<file path="src/design/pgm_pkg.sv">
`timescale 1ns / 1ps
package pgm_pkg;

  typedef enum logic [2:0] {
    PH_MAGIC,
    PH_WIDTH,
    PH_HEIGHT,
    PH_MAXV,
    PH_BIN,
    PH_ASC,
    PH_DRAIN
  } phase_e;

  typedef enum logic [1:0] {
    CS_IDLE,
    CS_DIV,
    CS_OUT
  } ctl_state_e;

  localparam logic [3:0] ST_OK         = 4'd0;
  localparam logic [3:0] ST_MAGIC      = 4'd1;
  localparam logic [3:0] ST_HDR_SHORT  = 4'd2;
  localparam logic [3:0] ST_BAD_NUM    = 4'd3;
  localparam logic [3:0] ST_RANGE      = 4'd4;
  localparam logic [3:0] ST_NO_SEP     = 4'd5;
  localparam logic [3:0] ST_BIN_SHORT  = 4'd6;
  localparam logic [3:0] ST_ASC_SHORT  = 4'd7;
  localparam logic [3:0] ST_OVER_MAX   = 4'd8;
  localparam logic [3:0] ST_BAD_PIXEL  = 4'd9;

  localparam logic [7:0] CH_P     = 8'h50;
  localparam logic [7:0] CH_2     = 8'h32;
  localparam logic [7:0] CH_5     = 8'h35;
  localparam logic [7:0] CH_0     = 8'h30;
  localparam logic [7:0] CH_9     = 8'h39;
  localparam logic [7:0] CH_HASH  = 8'h23;
  localparam logic [7:0] CH_LF    = 8'h0a;
  localparam logic [7:0] CH_TAB   = 8'h09;
  localparam logic [7:0] CH_CR    = 8'h0d;
  localparam logic [7:0] CH_SPACE = 8'h20;
  localparam logic [7:0] FULL_SCALE = 8'hff;

  localparam logic [1:0] TERM_EOF  = 2'd0;
  localparam logic [1:0] TERM_WS   = 2'd1;
  localparam logic [1:0] TERM_HASH = 2'd2;

  typedef struct packed {
    logic accept;
    logic div_en;
  } ctrl_cmd_t;

  typedef struct packed {
    logic emit;
    logic need_div;
    logic div_last;
  } dp_status_t;

endpackage

</file>
<file path="src/design/pgm_if.sv">
`timescale 1ns / 1ps
interface pgm_byte_if;
  logic       valid;
  logic       ready;
  logic [7:0] data_byte;
  logic       end_of_file;
  modport source (output valid, output data_byte, output end_of_file, input ready);
  modport sink (input valid, input data_byte, input end_of_file, output ready);
endinterface

interface pgm_pix_if;
  logic        valid;
  logic        ready;
  logic        pixel_valid;
  logic [7:0]  pixel_value;
  logic        pixel_is_last;
  logic        file_done;
  logic [3:0]  status_code;
  logic [15:0] image_width;
  logic [15:0] image_height;
  modport source (output valid, output pixel_valid, output pixel_value,
                  output pixel_is_last, output file_done, output status_code,
                  output image_width, output image_height, input ready);
  modport sink (input valid, input pixel_valid, input pixel_value,
                input pixel_is_last, input file_done, input status_code,
                input image_width, input image_height, output ready);
endinterface

</file>
<file path="src/design/pgm_ctrl.sv">
`timescale 1ns / 1ps
module pgm_ctrl (
  input  logic                clk_i,
  input  logic                rst_ni,
  input  logic                in_valid_i,
  output logic                in_ready_o,
  output logic                out_valid_o,
  input  logic                out_ready_i,
  input  pgm_pkg::dp_status_t status_i,
  output pgm_pkg::ctrl_cmd_t  cmd_o
);
  import pgm_pkg::*;

  ctl_state_e state_q, state_d;

  always_comb begin
    state_d = state_q;
    case (state_q)
      CS_IDLE: begin
        if (in_valid_i && status_i.emit) begin
          state_d = status_i.need_div ? CS_DIV : CS_OUT;
        end
      end
      CS_DIV: begin
        if (status_i.div_last) begin
          state_d = CS_OUT;
        end
      end
      CS_OUT: begin
        if (out_ready_i) begin
          state_d = CS_IDLE;
        end
      end
      default: state_d = CS_IDLE;
    endcase
  end

  always_comb begin
    in_ready_o   = 1'b0;
    out_valid_o  = 1'b0;
    cmd_o        = '0;
    case (state_q)
      CS_IDLE: begin
        in_ready_o   = 1'b1;
        cmd_o.accept = in_valid_i;
      end
      CS_DIV:  cmd_o.div_en = 1'b1;
      CS_OUT:  out_valid_o = 1'b1;
      default: ;
    endcase
  end

  always_ff @(posedge clk_i or negedge rst_ni) begin
    if (!rst_ni) begin
      state_q <= CS_IDLE;
    end else begin
      state_q <= state_d;
    end
  end

endmodule

</file>
<file path="src/design/pgm_datapath.sv">
`timescale 1ns / 1ps
module pgm_datapath #(
  parameter int DIM_BITS = 16
) (
  input  logic                clk_i,
  input  logic                rst_ni,
  input  logic [7:0]          data_byte_i,
  input  logic                end_of_file_i,
  input  pgm_pkg::ctrl_cmd_t  cmd_i,
  output pgm_pkg::dp_status_t status_o,
  output logic                pixel_valid_o,
  output logic [7:0]          pixel_value_o,
  output logic                pixel_is_last_o,
  output logic                file_done_o,
  output logic [3:0]          status_code_o,
  output logic [15:0]         image_width_o,
  output logic [15:0]         image_height_o
);
  import pgm_pkg::*;

  localparam int TOKW = ((DIM_BITS > 8) ? DIM_BITS : 8) + 1;
  localparam int PLW  = 2 * DIM_BITS;
  localparam logic [TOKW-1:0] TOK_CAP = TOKW'(1) << (TOKW - 1);

  phase_e              phase_q, phase_d;
  logic                bin_q, bin_d;
  logic                cmt_q, cmt_d;
  logic [TOKW-1:0]     tv_q, tv_d;
  logic [2:0]          tl_q, tl_d;
  logic                tb_q, tb_d;
  logic [DIM_BITS-1:0] w_q, w_d;
  logic [DIM_BITS-1:0] h_q, h_d;
  logic [7:0]          mx_q, mx_d;
  logic [PLW-1:0]      pl_q, pl_d;
  logic                hb_q, hb_d;
  logic                hr_q, hr_d;

  logic                r_valid, r_last, r_done, r_emit;
  logic [7:0]          r_pix;
  logic [3:0]          r_status;
  logic                ends;
  logic [1:0]          term;
  logic                is_ws;
  logic [TOKW+3:0]     acc;
  logic [DIM_BITS-1:0] w_out, h_out;

  logic                res_valid_q, res_last_q, res_done_q;
  logic [3:0]          res_status_q;
  logic [15:0]         res_w_q, res_h_q;
  logic [7:0]          quo_q;
  logic [8:0]          rem_q;
  logic [7:0]          lo_q;
  logic [7:0]          dv_q;
  logic [2:0]          cnt_q;
  logic                bypass;
  logic [15:0]         prod;
  logic [8:0]          trial;
  logic [31:0]         w_ext, h_ext;

  always_comb begin
    phase_d = phase_q;
    bin_d   = bin_q;
    cmt_d   = cmt_q;
    tv_d    = tv_q;
    tl_d    = tl_q;
    tb_d    = tb_q;
    w_d     = w_q;
    h_d     = h_q;
    mx_d    = mx_q;
    pl_d    = pl_q;
    hb_d    = hb_q;
    hr_d    = hr_q;
    r_valid = 1'b0;
    r_last  = 1'b0;
    r_done  = 1'b0;
    r_emit  = 1'b0;
    r_pix   = '0;
    r_status = ST_OK;
    ends    = 1'b0;
    term    = TERM_EOF;
    acc     = '0;
    is_ws   = (data_byte_i == CH_SPACE) ||
              ((data_byte_i >= CH_TAB) && (data_byte_i <= CH_CR));

    if (phase_q == PH_BIN) begin
      if (end_of_file_i && (pl_q > PLW'(1))) begin
        r_emit = 1'b1; r_done = 1'b1; r_status = ST_BIN_SHORT; phase_d = PH_DRAIN;
      end else begin
        r_emit = 1'b1; r_valid = 1'b1; r_pix = data_byte_i;
        if (pl_d != '0) pl_d = pl_d - PLW'(1);
        if (pl_d == '0) begin
          r_last = 1'b1; r_done = 1'b1; r_status = ST_OK; phase_d = PH_DRAIN;
        end
      end
    end else if (phase_q != PH_DRAIN) begin
      if (cmt_q) begin
        if (data_byte_i == CH_LF) cmt_d = 1'b0;
      end else if (is_ws || (data_byte_i == CH_HASH)) begin
        if (data_byte_i == CH_HASH) cmt_d = 1'b1;
        if (tl_q != '0) begin
          ends = 1'b1;
          term = (data_byte_i == CH_HASH) ? TERM_HASH : TERM_WS;
        end
      end else begin
        if (phase_q == PH_MAGIC) begin
          if (tl_q == 3'd0) begin
            if (data_byte_i != CH_P) tb_d = 1'b1;
          end else if (tl_q == 3'd1) begin
            if (data_byte_i == CH_5) bin_d = 1'b1;
            else if (data_byte_i == CH_2) bin_d = 1'b0;
            else tb_d = 1'b1;
          end else begin
            tb_d = 1'b1;
          end
        end else if ((data_byte_i >= CH_0) && (data_byte_i <= CH_9)) begin
          acc  = (TOKW+4)'(tv_q) * (TOKW+4)'(10) + (TOKW+4)'(data_byte_i - CH_0);
          tv_d = (acc > (TOKW+4)'(TOK_CAP)) ? TOK_CAP : acc[TOKW-1:0];
        end else begin
          tb_d = 1'b1;
        end
        if (tl_q < 3'd7) tl_d = tl_q + 3'd1;
      end

      if (!ends && end_of_file_i && (tl_d != '0)) begin
        ends = 1'b1;
        term = TERM_EOF;
      end

      if (ends) begin
        case (phase_q)
          PH_MAGIC: begin
            if ((tl_d == 3'd2) && !tb_d) phase_d = PH_WIDTH;
            else begin
              r_emit = 1'b1; r_done = 1'b1; r_status = ST_MAGIC; phase_d = PH_DRAIN;
            end
          end
          PH_WIDTH, PH_HEIGHT: begin
            if (tb_d) hb_d = 1'b1;
            else if ((tv_d == '0) || ((tv_d >> DIM_BITS) != '0)) hr_d = 1'b1;
            if (phase_q == PH_WIDTH) begin
              w_d = tv_d[DIM_BITS-1:0];
              phase_d = PH_HEIGHT;
            end else begin
              h_d = tv_d[DIM_BITS-1:0];
              phase_d = PH_MAXV;
            end
          end
          PH_MAXV: begin
            if (tb_d) hb_d = 1'b1;
            else if ((tv_d == '0) || (tv_d > TOKW'(FULL_SCALE))) hr_d = 1'b1;
            mx_d = tv_d[7:0];
            pl_d = PLW'(w_q) * PLW'(h_q);
            if (hb_d) begin
              r_emit = 1'b1; r_done = 1'b1; r_status = ST_BAD_NUM; phase_d = PH_DRAIN;
            end else if (hr_d) begin
              r_emit = 1'b1; r_done = 1'b1; r_status = ST_RANGE; phase_d = PH_DRAIN;
            end else if (bin_d) begin
              if (term == TERM_WS) phase_d = PH_BIN;
              else begin
                r_emit = 1'b1; r_done = 1'b1; r_status = ST_NO_SEP; phase_d = PH_DRAIN;
              end
            end else begin
              phase_d = PH_ASC;
            end
          end
          PH_ASC: begin
            if (tb_d) begin
              r_emit = 1'b1; r_done = 1'b1; r_status = ST_BAD_PIXEL; phase_d = PH_DRAIN;
            end else if (tv_d > TOKW'(mx_q)) begin
              r_emit = 1'b1; r_done = 1'b1; r_status = ST_OVER_MAX; phase_d = PH_DRAIN;
            end else begin
              r_emit = 1'b1; r_valid = 1'b1; r_pix = tv_d[7:0];
              if (pl_d != '0) pl_d = pl_d - PLW'(1);
              if (pl_d == '0) begin
                r_last = 1'b1; r_done = 1'b1; r_status = ST_OK; phase_d = PH_DRAIN;
              end
            end
          end
          default: ;
        endcase
        tv_d = '0;
        tl_d = '0;
        tb_d = 1'b0;
      end

      if (end_of_file_i && (phase_d != PH_DRAIN)) begin
        if ((phase_d == PH_ASC) && r_valid && !r_done) begin
          r_valid = 1'b0;
          r_pix   = '0;
        end
        case (phase_d)
          PH_MAGIC: begin
            r_emit = 1'b1; r_done = 1'b1; r_status = ST_MAGIC; phase_d = PH_DRAIN;
          end
          PH_WIDTH, PH_HEIGHT, PH_MAXV: begin
            r_emit = 1'b1; r_done = 1'b1; r_status = ST_HDR_SHORT; phase_d = PH_DRAIN;
          end
          PH_ASC: begin
            r_emit = 1'b1; r_done = 1'b1; r_status = ST_ASC_SHORT; phase_d = PH_DRAIN;
          end
          PH_BIN: begin
            r_emit = 1'b1; r_done = 1'b1; r_status = ST_BIN_SHORT; phase_d = PH_DRAIN;
          end
          default: ;
        endcase
      end
    end

    w_out = w_d;
    h_out = h_d;

    if ((phase_d == PH_DRAIN) && end_of_file_i) begin
      phase_d = PH_MAGIC;
      bin_d   = 1'b0;
      cmt_d   = 1'b0;
      tv_d    = '0;
      tl_d    = '0;
      tb_d    = 1'b0;
      w_d     = '0;
      h_d     = '0;
      mx_d    = '0;
      pl_d    = '0;
      hb_d    = 1'b0;
      hr_d    = 1'b0;
    end
  end

  // rescale: saturated cases bypass the divider
  assign bypass = (mx_q == '0) || (r_pix >= mx_q);
  assign prod   = {r_pix, 8'h00} - {8'h00, r_pix};
  assign trial  = {rem_q[7:0], lo_q[7]};

  assign status_o.emit     = r_emit;
  assign status_o.need_div = r_valid && !bypass;
  assign status_o.div_last = (cnt_q == 3'd7);

  always_ff @(posedge clk_i or negedge rst_ni) begin
    if (!rst_ni) begin
      phase_q <= PH_MAGIC;
      bin_q   <= 1'b0;
      cmt_q   <= 1'b0;
      tv_q    <= '0;
      tl_q    <= '0;
      tb_q    <= 1'b0;
      w_q     <= '0;
      h_q     <= '0;
      mx_q    <= '0;
      pl_q    <= '0;
      hb_q    <= 1'b0;
      hr_q    <= 1'b0;
      cnt_q   <= '0;
    end else if (cmd_i.accept) begin
      phase_q <= phase_d;
      bin_q   <= bin_d;
      cmt_q   <= cmt_d;
      tv_q    <= tv_d;
      tl_q    <= tl_d;
      tb_q    <= tb_d;
      w_q     <= w_d;
      h_q     <= h_d;
      mx_q    <= mx_d;
      pl_q    <= pl_d;
      hb_q    <= hb_d;
      hr_q    <= hr_d;
      cnt_q   <= '0;
    end else if (cmd_i.div_en) begin
      cnt_q   <= cnt_q + 3'd1;
    end
  end

  // divisor is held apart from mx_q, which clears when the file ends
  always_ff @(posedge clk_i) begin
    if (cmd_i.accept && r_emit) begin
      res_valid_q  <= r_valid;
      res_last_q   <= r_last;
      res_done_q   <= r_done;
      res_status_q <= r_status;
      res_w_q      <= w_ext[15:0];
      res_h_q      <= h_ext[15:0];
      quo_q        <= (mx_q == '0) ? r_pix : FULL_SCALE;
      rem_q        <= {1'b0, prod[15:8]};
      lo_q         <= prod[7:0];
      dv_q         <= mx_q;
    end else if (cmd_i.div_en) begin
      lo_q <= {lo_q[6:0], 1'b0};
      if (trial >= {1'b0, dv_q}) begin
        rem_q <= trial - {1'b0, dv_q};
        quo_q <= {quo_q[6:0], 1'b1};
      end else begin
        rem_q <= trial;
        quo_q <= {quo_q[6:0], 1'b0};
      end
    end
  end

  assign w_ext = 32'(w_out);
  assign h_ext = 32'(h_out);

  assign pixel_valid_o   = res_valid_q;
  assign pixel_value_o   = res_valid_q ? quo_q : 8'h00;
  assign pixel_is_last_o = res_last_q;
  assign file_done_o     = res_done_q;
  assign status_code_o   = res_status_q;
  assign image_width_o   = res_w_q;
  assign image_height_o  = res_h_q;

endmodule

</file>
<file path="src/design/pgm_stream_parser_core.sv">
`timescale 1ns / 1ps
// Streaming PGM (P2/P5) decoder. One file byte is taken per transaction on byte_i;
// a byte that produces no result is simply consumed, a byte that ends the file
// with a status has its result registered and held on pix_o, and a byte that
// yields a pixel is rescaled as pixel*255/maxval by the eight-step restoring
// divider, which saturated pixels bypass. Results are held until taken, and the
// next byte is taken once the previous result has gone. Pixels stream before the
// end of the image, so a later nonzero status_code means they must be discarded.
module pgm_stream_parser_core #(
  parameter int DIM_BITS = 16
) (
  input  logic clk_i,
  input  logic rst_ni,
  pgm_byte_if.sink  byte_i,
  pgm_pix_if.source pix_o
);
  import pgm_pkg::*;

  ctrl_cmd_t  cmd;
  dp_status_t status;

  pgm_ctrl u_ctrl (
    .clk_i       (clk_i),
    .rst_ni      (rst_ni),
    .in_valid_i  (byte_i.valid),
    .in_ready_o  (byte_i.ready),
    .out_valid_o (pix_o.valid),
    .out_ready_i (pix_o.ready),
    .status_i    (status),
    .cmd_o       (cmd)
  );

  pgm_datapath #(
    .DIM_BITS (DIM_BITS)
  ) u_datapath (
    .clk_i           (clk_i),
    .rst_ni          (rst_ni),
    .data_byte_i     (byte_i.data_byte),
    .end_of_file_i   (byte_i.end_of_file),
    .cmd_i           (cmd),
    .status_o        (status),
    .pixel_valid_o   (pix_o.pixel_valid),
    .pixel_value_o   (pix_o.pixel_value),
    .pixel_is_last_o (pix_o.pixel_is_last),
    .file_done_o     (pix_o.file_done),
    .status_code_o   (pix_o.status_code),
    .image_width_o   (pix_o.image_width),
    .image_height_o  (pix_o.image_height)
  );

endmodule
</file>
<file path="src/flat_wrapper.sv">
// flat-port wrapper written by rule: the top's interface ports become plain ports
module pgm_stream_parser_core_flat import pgm_pkg::*;
#(
  parameter int DIM_BITS = 16
)
  (clk_i, rst_ni, byte_i_valid, byte_i_data_byte, byte_i_end_of_file, byte_i_ready, pix_o_valid, pix_o_pixel_valid, pix_o_pixel_value, pix_o_pixel_is_last, pix_o_file_done, pix_o_status_code, pix_o_image_width, pix_o_image_height, pix_o_ready);
  pgm_byte_if byte_i_i ();
  pgm_pix_if pix_o_i ();
  input  logic clk_i;
  input  logic rst_ni;
  input wire logic [$bits(byte_i_i.valid)-1:0] byte_i_valid;
  input wire logic [$bits(byte_i_i.data_byte)-1:0] byte_i_data_byte;
  input wire logic [$bits(byte_i_i.end_of_file)-1:0] byte_i_end_of_file;
  output wire logic [$bits(byte_i_i.ready)-1:0] byte_i_ready;
  output wire logic [$bits(pix_o_i.valid)-1:0] pix_o_valid;
  output wire logic [$bits(pix_o_i.pixel_valid)-1:0] pix_o_pixel_valid;
  output wire logic [$bits(pix_o_i.pixel_value)-1:0] pix_o_pixel_value;
  output wire logic [$bits(pix_o_i.pixel_is_last)-1:0] pix_o_pixel_is_last;
  output wire logic [$bits(pix_o_i.file_done)-1:0] pix_o_file_done;
  output wire logic [$bits(pix_o_i.status_code)-1:0] pix_o_status_code;
  output wire logic [$bits(pix_o_i.image_width)-1:0] pix_o_image_width;
  output wire logic [$bits(pix_o_i.image_height)-1:0] pix_o_image_height;
  input wire logic [$bits(pix_o_i.ready)-1:0] pix_o_ready;
  assign byte_i_i.valid = byte_i_valid;
  assign byte_i_i.data_byte = byte_i_data_byte;
  assign byte_i_i.end_of_file = byte_i_end_of_file;
  assign byte_i_ready = byte_i_i.ready;
  assign pix_o_valid = pix_o_i.valid;
  assign pix_o_pixel_valid = pix_o_i.pixel_valid;
  assign pix_o_pixel_value = pix_o_i.pixel_value;
  assign pix_o_pixel_is_last = pix_o_i.pixel_is_last;
  assign pix_o_file_done = pix_o_i.file_done;
  assign pix_o_status_code = pix_o_i.status_code;
  assign pix_o_image_width = pix_o_i.image_width;
  assign pix_o_image_height = pix_o_i.image_height;
  assign pix_o_i.ready = pix_o_ready;
  pgm_stream_parser_core #(.DIM_BITS(DIM_BITS)) u_core (.clk_i(clk_i), .rst_ni(rst_ni), .byte_i(byte_i_i), .pix_o(pix_o_i));
endmodule
</file>
<file path="config.mk">
export PLATFORM = sky130hd
export DESIGN_NAME = pgm_stream_parser_core_flat
export DESIGN_NICKNAME = d
export VERILOG_FILES = /design/src/design/pgm_pkg.sv /design/src/design/pgm_if.sv /design/src/design/pgm_ctrl.sv /design/src/design/pgm_datapath.sv /design/src/design/pgm_stream_parser_core.sv /design/src/flat_wrapper.sv
export SDC_FILE = /design/constraint.sdc
export NUM_CORES = 1
export LEC_CHECK = 0
export BUFFER_PORTS_ARGS = -buffer_cell sky130_fd_sc_hd__buf_4
export CAP_MARGIN = 25
export CORE_MARGIN = 5
export CORE_UTILIZATION = 45
export CTS_CLUSTER_SIZE = 30
export DETAILED_ROUTE_END_ITERATION = 8
export GPL_TIMING_DRIVEN = 0
export PLACE_DENSITY = 0.66
export SLEW_MARGIN = 20
export SYNTH_ARGS = -nofsm -noshare
export SYNTH_HDL_FRONTEND = slang
export SYNTH_SLANG_ARGS = --single-unit
</file>
<file path="constraint.sdc">
create_clock -name clk_i -period 12.15 [get_ports clk_i]
set_clock_uncertainty 0.2 [all_clocks]
set_input_delay 0.6075 -clock clk_i [delete_from_list [all_inputs] [get_ports clk_i]]
set_output_delay 0.6075 -clock clk_i [all_outputs]
set_load 0.01 [all_outputs]
</file>
---- After elaboration in Yosys (flattened, before gate mapping) ----
Cells that the tools add are included.
word-level totals
  word-level logic and storage cells ...... 361
  output and inout port bits .............. 49
  input bits .............................. 13
  bits in registers ....................... 176
cells by class
  reduce and logical (&&, ||, !) cells .... 51
  muxes and demuxes ....................... 232
  add/subtract/negate cells ............... 7
  $lt $le $gt $ge ......................... 11
  multiply operators ...................... 2
  equality and inequality tests ........... 34
operators by type and width
  kind                     number
  $mux W32                 16
  $mux W16                 12
  $mux W17                 11
  $mux W8                  23
  $mux W1                  110
  $mux W3                  33
  $logic_not A32 Y1        2
  $pmux W32 S2             1
  $eq A8 B6 Y1 const B     4
  $gt A32 B1 Y1 const B    1
  $mul A16 B16 Y32         1
  $reduce_bool A32 Y1      1
  $sub A32 B1 Y32 const B  1
  $mux W2                  12
  $mux W4                  6
  $add A21 B21 Y21         1
  $gt A21 B17 Y1 const B   1
  $mul A17 B3 Y20 const B  1
  $eq A3 B3 Y1 const B     6
  $gt A17 B8 Y1            1
  $gt A17 B8 Y1 const B    1
  $logic_not A17 Y1        1
  $pmux W4 S4              1
  $sub A16 B8 Y16          1
  other kinds (41)         89

---- Logic depth before layout (Yosys ltp) ----
  depth after elaboration ................. 39
  depth in mapped cells ................... 53
  depth with buffers taken out ............ 50

---- By module ----
From an unflattened synthesis, not the netlist that was laid out.
second synthesis, totals
  cell total of the unflattened synthesis .. 2423
  area, all modules ....................... 20597.3 µm²
modules (own cells, without submodules)
  module        area each (µm²)  times used  seq. area each (µm²)  cells each
  pgm_datapath  20475.9          1           4709.5                2410
  pgm_ctrl      121.4            1           50.0                  13

---- Least setup slack after synthesis ----
Ideal clock, no wire load.
  path kind ............................... reg-to-reg
  from .................................... register u_core.u_datapath.tv_q[2]
  to ...................................... register u_core.u_ctrl.state_q[1]
  data required time ...................... 11830 ps
  slack ................................... 2523 ps
  period minus slack after synthesis ...... 9627 ps
  cell stages (with the launch flop) ...... 54
  library setup time ...................... 120 ps
  path buffers ............................ 3
  data arrival time ....................... 9308 ps
  path through ............................ dfrtp_1 > ha_1 > ha_1 > a21o_1 > a21oi_1 > o21bai_1 > a21oi_1 > o21bai_1 > a21oi_1 > o21bai_1 > a21oi_1 > o21bai_1 > a21oi_1 > o21bai_1 > a21oi_1 > xnor2_1 > ha_1 > and3_1 > [18 not listed] > a31oi_1 > o21ai_0 > a21o_1 > or3_1 > o2111ai_2 > a2bb2oi_1 > ha_1 > nand2b_1 > a21o_1 > a21oi_1 > nor2b_1 > o21ai_0 > nand2b_1 > a21oi_1 > nor2b_1 > o21ai_0 > a31oi_1 > and3_1
between the ends
  longest elaborated chain between the ends .. 38
  elaborated cells on any way between the ends .. 82
  classes of those cells .................. add/sub: 1; mul: 1; order compare: 4; eq/ne: 7; mux: 56; reduce/logical: 13
ends and longest elaborated chain
  item                      RTL line             text
  start: declaration        pgm_datapath.sv:28   logic [TOKW-1:0] tv_q, tv_d;
  start signal: assignment  pgm_datapath.sv:256  tv_q <= tv_d;
  $mul A17 B3 Y20           pgm_datapath.sv:116  acc = (TOKW+4)'(tv_q) * (TOKW+4)'(10) + (TOKW+4)'(data_byte_i - CH_0);
  $add A21 B21 Y21          pgm_datapath.sv:116
  $gt A21 B17 Y1            pgm_datapath.sv:117  tv_d = (acc > (TOKW+4)'(TOK_CAP)) ? TOK_CAP : acc[TOKW-1:0];
  $mux W17                  pgm_datapath.sv:117
  $mux W17                  pgm_datapath.sv:115  end else if ((data_byte_i >= CH_0) && (data_byte_i <= CH_9)) begin
  $mux W17                  pgm_datapath.sv:105  if (phase_q == PH_MAGIC) begin
  $mux W17                  pgm_datapath.sv:98   end else if (is_ws || (data_byte_i == CH_HASH)) begin
  $mux W17 *                pgm_datapath.sv:96   if (cmt_q) begin
  [22 not listed]           n/a
  $mux W8                   pgm_datapath.sv:85   if (phase_q == PH_BIN) begin
  $ge A8 B8 Y1              pgm_datapath.sv:229  assign bypass = (mx_q == '0) || (r_pix >= mx_q);
  $logic_or A1 B1 Y1        pgm_datapath.sv:229
  $logic_not A1 Y1          pgm_datapath.sv:234  assign status_o.need_div = r_valid && !bypass;
  $logic_and A1 B1 Y1       pgm_datapath.sv:234
  $mux W2                   pgm_ctrl.sv:21       state_d = status_i.need_div ? CS_DIV : CS_OUT;
  $mux W2                   pgm_ctrl.sv:20       if (in_valid_i && status_i.emit) begin
  $pmux W2 S3               pgm_ctrl.sv:18       case (state_q)
  end signal: assignment    pgm_ctrl.sv:57       state_q <= state_d;
  end: declaration          pgm_ctrl.sv:14       ctl_state_e state_q, state_d;
Mark *: on every way between the ends. The rest lies on a longest branch, timed or not. The select of a mux whose other input is x is not followed.
A chain may end at the register's enable or synchronous reset.

---- Worst setup path in the final report ----
  from .................................... register u_core.u_datapath.tv_q[4]
  to ...................................... register u_core.u_ctrl.state_q[1]
Same word-level chain as after synthesis.

==> impl_metrics.json <==
{
  "status": "finished, final reports clean",
  "fmax_mhz": 87.9,
  "hold_path_class": "register to register",
  "gr-total-overflow": 0,
  "ys_seq_area_frac": 0.222,
  "start_util": 0.453,
  "p_per_area_nw_per_um2": 177,
  "place_ws_ns": 0.0241,
  "regToRegSetupSlack_ns": 0.78,
  "synth_top_family_by_area": "adder cells",
  "n_antenna_cell": 0,
  "hold_path_depth": 0,
  "coreArea_sq_um": 47400,
  "place_congestion": 0.982,
  "synth_edf_count": 71,
  "cp.arrival_ns": 11.54,
  "clk_pin_slew_ns": 0.08,
  "placed_cells": 3163,
  "route.detailed.vias_per_inst": 5.96,
  "ys.flop_type": "dfrtp_1",
  "routed_wl_mm": 68.5,
  "synth.net_count": 2888,
  "io_pins": 62,
  "nets": 2974,
  "timing.rr.end": "u_core.u_ctrl.state_q[1]",
  "drive_gt1_frac": 0.0727,
  "syn_to_final_growth_pct": 9.40,
  "place_hpwl_mm": 54.6,
  "required_ns": 12.31,
  "yosys-mux-area-fraction": 0.0140,
  "clockBufferDepth": 2,
  "rr_startpoint": "u_core.u_datapath.tv_q[4]",
  "ant_nets": 0,
  "vias": 19100,
  "synth_area_sq_um": 21500,
  "grt_pass1_wl_mm": 107,
  "cts_buffers": 17,
  "yosys.area_share.simple": 0.196,
  "finalSetupViolations": 0,
  "drc_errors": 0,
  "max-vdd-ir-drop_uv": 134,
  "min_from": "u_core.u_datapath.mx_q[4]",
  "cts_max_level": 4,
  "critPathKind": "register to register",
  "slew_violations": 0,
  "synth_cells": 2486,
  "fillCellCount": 4533,
  "cpPeakStageDelay_ns": 0.53,
  "finalSetupTns_ns": 0,
  "synth_seq_cells": 176,
  "wl_met1_mm": 28.7,
  "antenna_found_initial": 0,
  "slew_headroom": 0.196,
  "p_leak_nw": 11.2,
  "cp-start-kind": "register",
  "ys_types": 100,
  "synth_xor_area_frac": 0.0269,
  "io_buffers": 60,
  "drt-initial-drc-count": 1883,
  "worst_slack_ns": 0.776,
  "synth_compound_area_frac": 0.168,
  "finalHoldViolCount": 0,
  "grt_pass1_vias": 18800,
  "reg2regPathDepth": 54,
  "die_w_um": 228,
  "post_drt_wl_per_cell_um": 21.4,
  "firstDrtPassIters": 7,
  "synth_adder_area_share": 0.296,
  "synth_top_area_frac": 0.184,
  "met2_length_mm": 32.4,
  "top_layer_used": "met4",
  "die_area_sq_um": 52200,
  "synth_area_leader_cell": "fa_1",
  "fp.dieH_um": 228,
  "min_period_ns": 11.37,
  "ys_top_cells_by_area": "fa_1, dfrtp_1, ha_1",
  "cts_tree": "built",
  "grt_max_degree": 57,
  "cts_root_buf": "clkbuf_16",
  "route.met3.wl_mm": 4.41,
  "min_to": "u_core.u_datapath.dv_q[4]",
  "period_share": 0.936,
  "crit_path_end_kind": "register",
  "rows": 80,
  "clk_latency_ns": 0.48,
  "hold_ws_ns": 0.250,
  "cap_viol_max_count": 0,
  "critical_path.max_fanout": 10,
  "synth_area_per_cell_sq_um": 8.64,
  "worstMarginPinSlew_ns": 1.21,
  "instances_no_fill": 3200,
  "yosys_warnings": 0,
  "grt_use_total": 0.258,
  "cts_sinks": 176,
  "ys_async_sr_fraction": 0.597,
  "worst_path_max_delay_cell": "or4b_1",
  "cpMostUsedCell": "a21oi_1"
}
[metal layers]
layer | track usage | vias to the layer above
met4 | 0.0934 | 0
li1 | - | 8695
met3 | 0.0359 | 159
met2 | 0.430 | 761
met5 | 0 | -
met1 | 0.345 | 9446
[metrics by stage]
| stage | power (W) | util | instance area, sq um |
|---|---|---|---|
| 2_1_floorplan | 0.00266 | - | 21500 |
| 3_3_place_gp | 0.00346 | 0.478 | 22700 |
| 3_5_place_dp | 0.00349 | 0.479 | 22700 |
| 4_1_cts | 0.00409 | 0.493 | 23400 |
| 5_1_grt | 0.00441 | 0.495 | 23500 |
| 6_report | 0.00415 | 0.495 | 23500 |
[kinds of logic (layout without fill, tap and decap cells)]
group	Yosys count	after routing
simple gates	866	866
compound gates	534	534
buf+inv	427	526
fa+ha+maj	389	389
flops	176	176
xor+xnor	66	66
mux	28	28
[synth_stat cells, types with 11 or more instances]
| library cell | instances |
|---|---|
| a211oi_1 | 15 |
| a21o_1 | 29 |
| a21oi_1 | 111 |
| a22o_1 | 19 |
| a31oi_1 | 32 |
| and2_1 | 103 |
| and3_1 | 18 |
| buf_2 | 18 |
| clkbuf_1 | 100 |
| dfrtp_1 | 105 |
| edfxtp_1 | 71 |
| fa_1 | 197 |
| ha_1 | 192 |
| inv_1 | 295 |
| mux2_2 | 17 |
| mux2i_1 | 11 |
| nand2_1 | 374 |
| nand2b_1 | 14 |
| nand3_1 | 37 |
| nand4_1 | 20 |
| nor2_1 | 131 |
| nor2b_1 | 21 |
| nor3_1 | 50 |
| nor4_1 | 24 |
| o21a_1 | 20 |
| o21ai_0 | 114 |
| o21bai_1 | 12 |
| o22ai_1 | 23 |
| o31ai_1 | 41 |
| or3_1 | 13 |
| or4_1 | 13 |
| xnor2_1 | 48 |
| xor2_1 | 18 |
[what timing repair did]
action / 4_1_cts / 5_1_grt
hold buffers: 1 / 0
pin swaps: 0 / 1
hold endpoints to repair: 52 / 0
endpoints found under the setup margin: 1 / 7
resized for setup: 1 / 9
buffers inserted: 0 / 3
[power breakdown]
group | internal [W] | switching (W)
registers | 0.000825 | 0.000148
clock network | 0.000299 | 0.000302
logic | 0.000821 | 0.00176
total | 0.00195 | 0.00221
[worst max-delay path, delay by kind of cell, from the launching register on]
kind	cells	cell delay, ns
AND/OR/NAND/NOR	12	2.52
adder cells (fa/ha/maj)	5	1.45
AO/OA/AOI/OAI	30	5.36
flip-flops	1	0.48
XOR/XNOR	1	0.17
buffers and inverters	6	1.10
[flip-flops by register name (all words and copies together), names as in the netlist, 2 cells and up]
register,flops
u_core.u_datapath.tv_q,17
u_core.u_datapath.image_width_o,16
u_core.u_datapath.dv_q,8
u_core.u_datapath.phase_q,3
u_core.u_datapath.w_q,16
u_core.u_datapath.status_code_o,4
u_core.u_ctrl.state_q,2
u_core.u_datapath.image_height_o,16
u_core.u_datapath.tl_q,3
u_core.u_datapath.cnt_q,3
u_core.u_datapath.rem_q,8
u_core.u_datapath.h_q,16
u_core.u_datapath.mx_q,8
u_core.u_datapath.lo_q,8
u_core.u_datapath.quo_q,8
u_core.u_datapath.pl_q,32
[how the worst max path moves through the flow]
stage / to / cells past startpoint / slack (ns) / startpoint
6_report: u_core.u_ctrl.state_q[1] / 54 / 0.78 / u_core.u_datapath.tv_q[4]
5_1_grt: u_core.u_ctrl.state_q[1] / 54 / -0.04 / u_core.u_datapath.tv_q[1]
4_1_cts: u_core.u_ctrl.state_q[1] / 53 / 0.17 / u_core.u_datapath.tv_q[4]
3_5_place_dp: u_core.u_ctrl.state_q[1] / 53 / 0.02 / u_core.u_datapath.tv_q[4]
3_3_place_gp: u_core.u_ctrl.state_q[1] / 53 / 0.19 / u_core.u_datapath.tv_q[4]
2_1_floorplan: u_core.u_ctrl.state_q[1] / 53 / 2.52 / u_core.u_datapath.tv_q[2]
[placed cells by master, fill, tap and decap left out, types with 49 or more instances in the layout]
| master | instances |
|---|---|
| fa_1 | 197 |
| a21oi_1 | 109 |
| o21ai_0 | 114 |
| clkbuf_1 | 99 |
| dfrtp_1 | 105 |
| inv_1 | 295 |
| edfxtp_1 | 71 |
| nor3_1 | 49 |
| nand2_1 | 374 |
| and2_1 | 103 |
| buf_4 | 67 |
| ha_1 | 192 |
| nor2_1 | 131 |
[layout make-up]
cell class / count / area [sq um] / area share
Inverter: 299 / 1120 / 0.0478
Sequential cell: 176 / 4760 / 0.203
Tap cell: 615 / 769 / 0.0328
Buffer: 128 / 548 / 0.0233
Clock buffer: 19 / 464 / 0.0198
Clock inverter: 13 / 178 / 0.00756
Timing Repair Buffer: 67 / 537 / 0.0228
Multi-Input combinational cell: 1883 / 15100 / 0.643
Note: power is estimated with default switching activity, not from simulation.
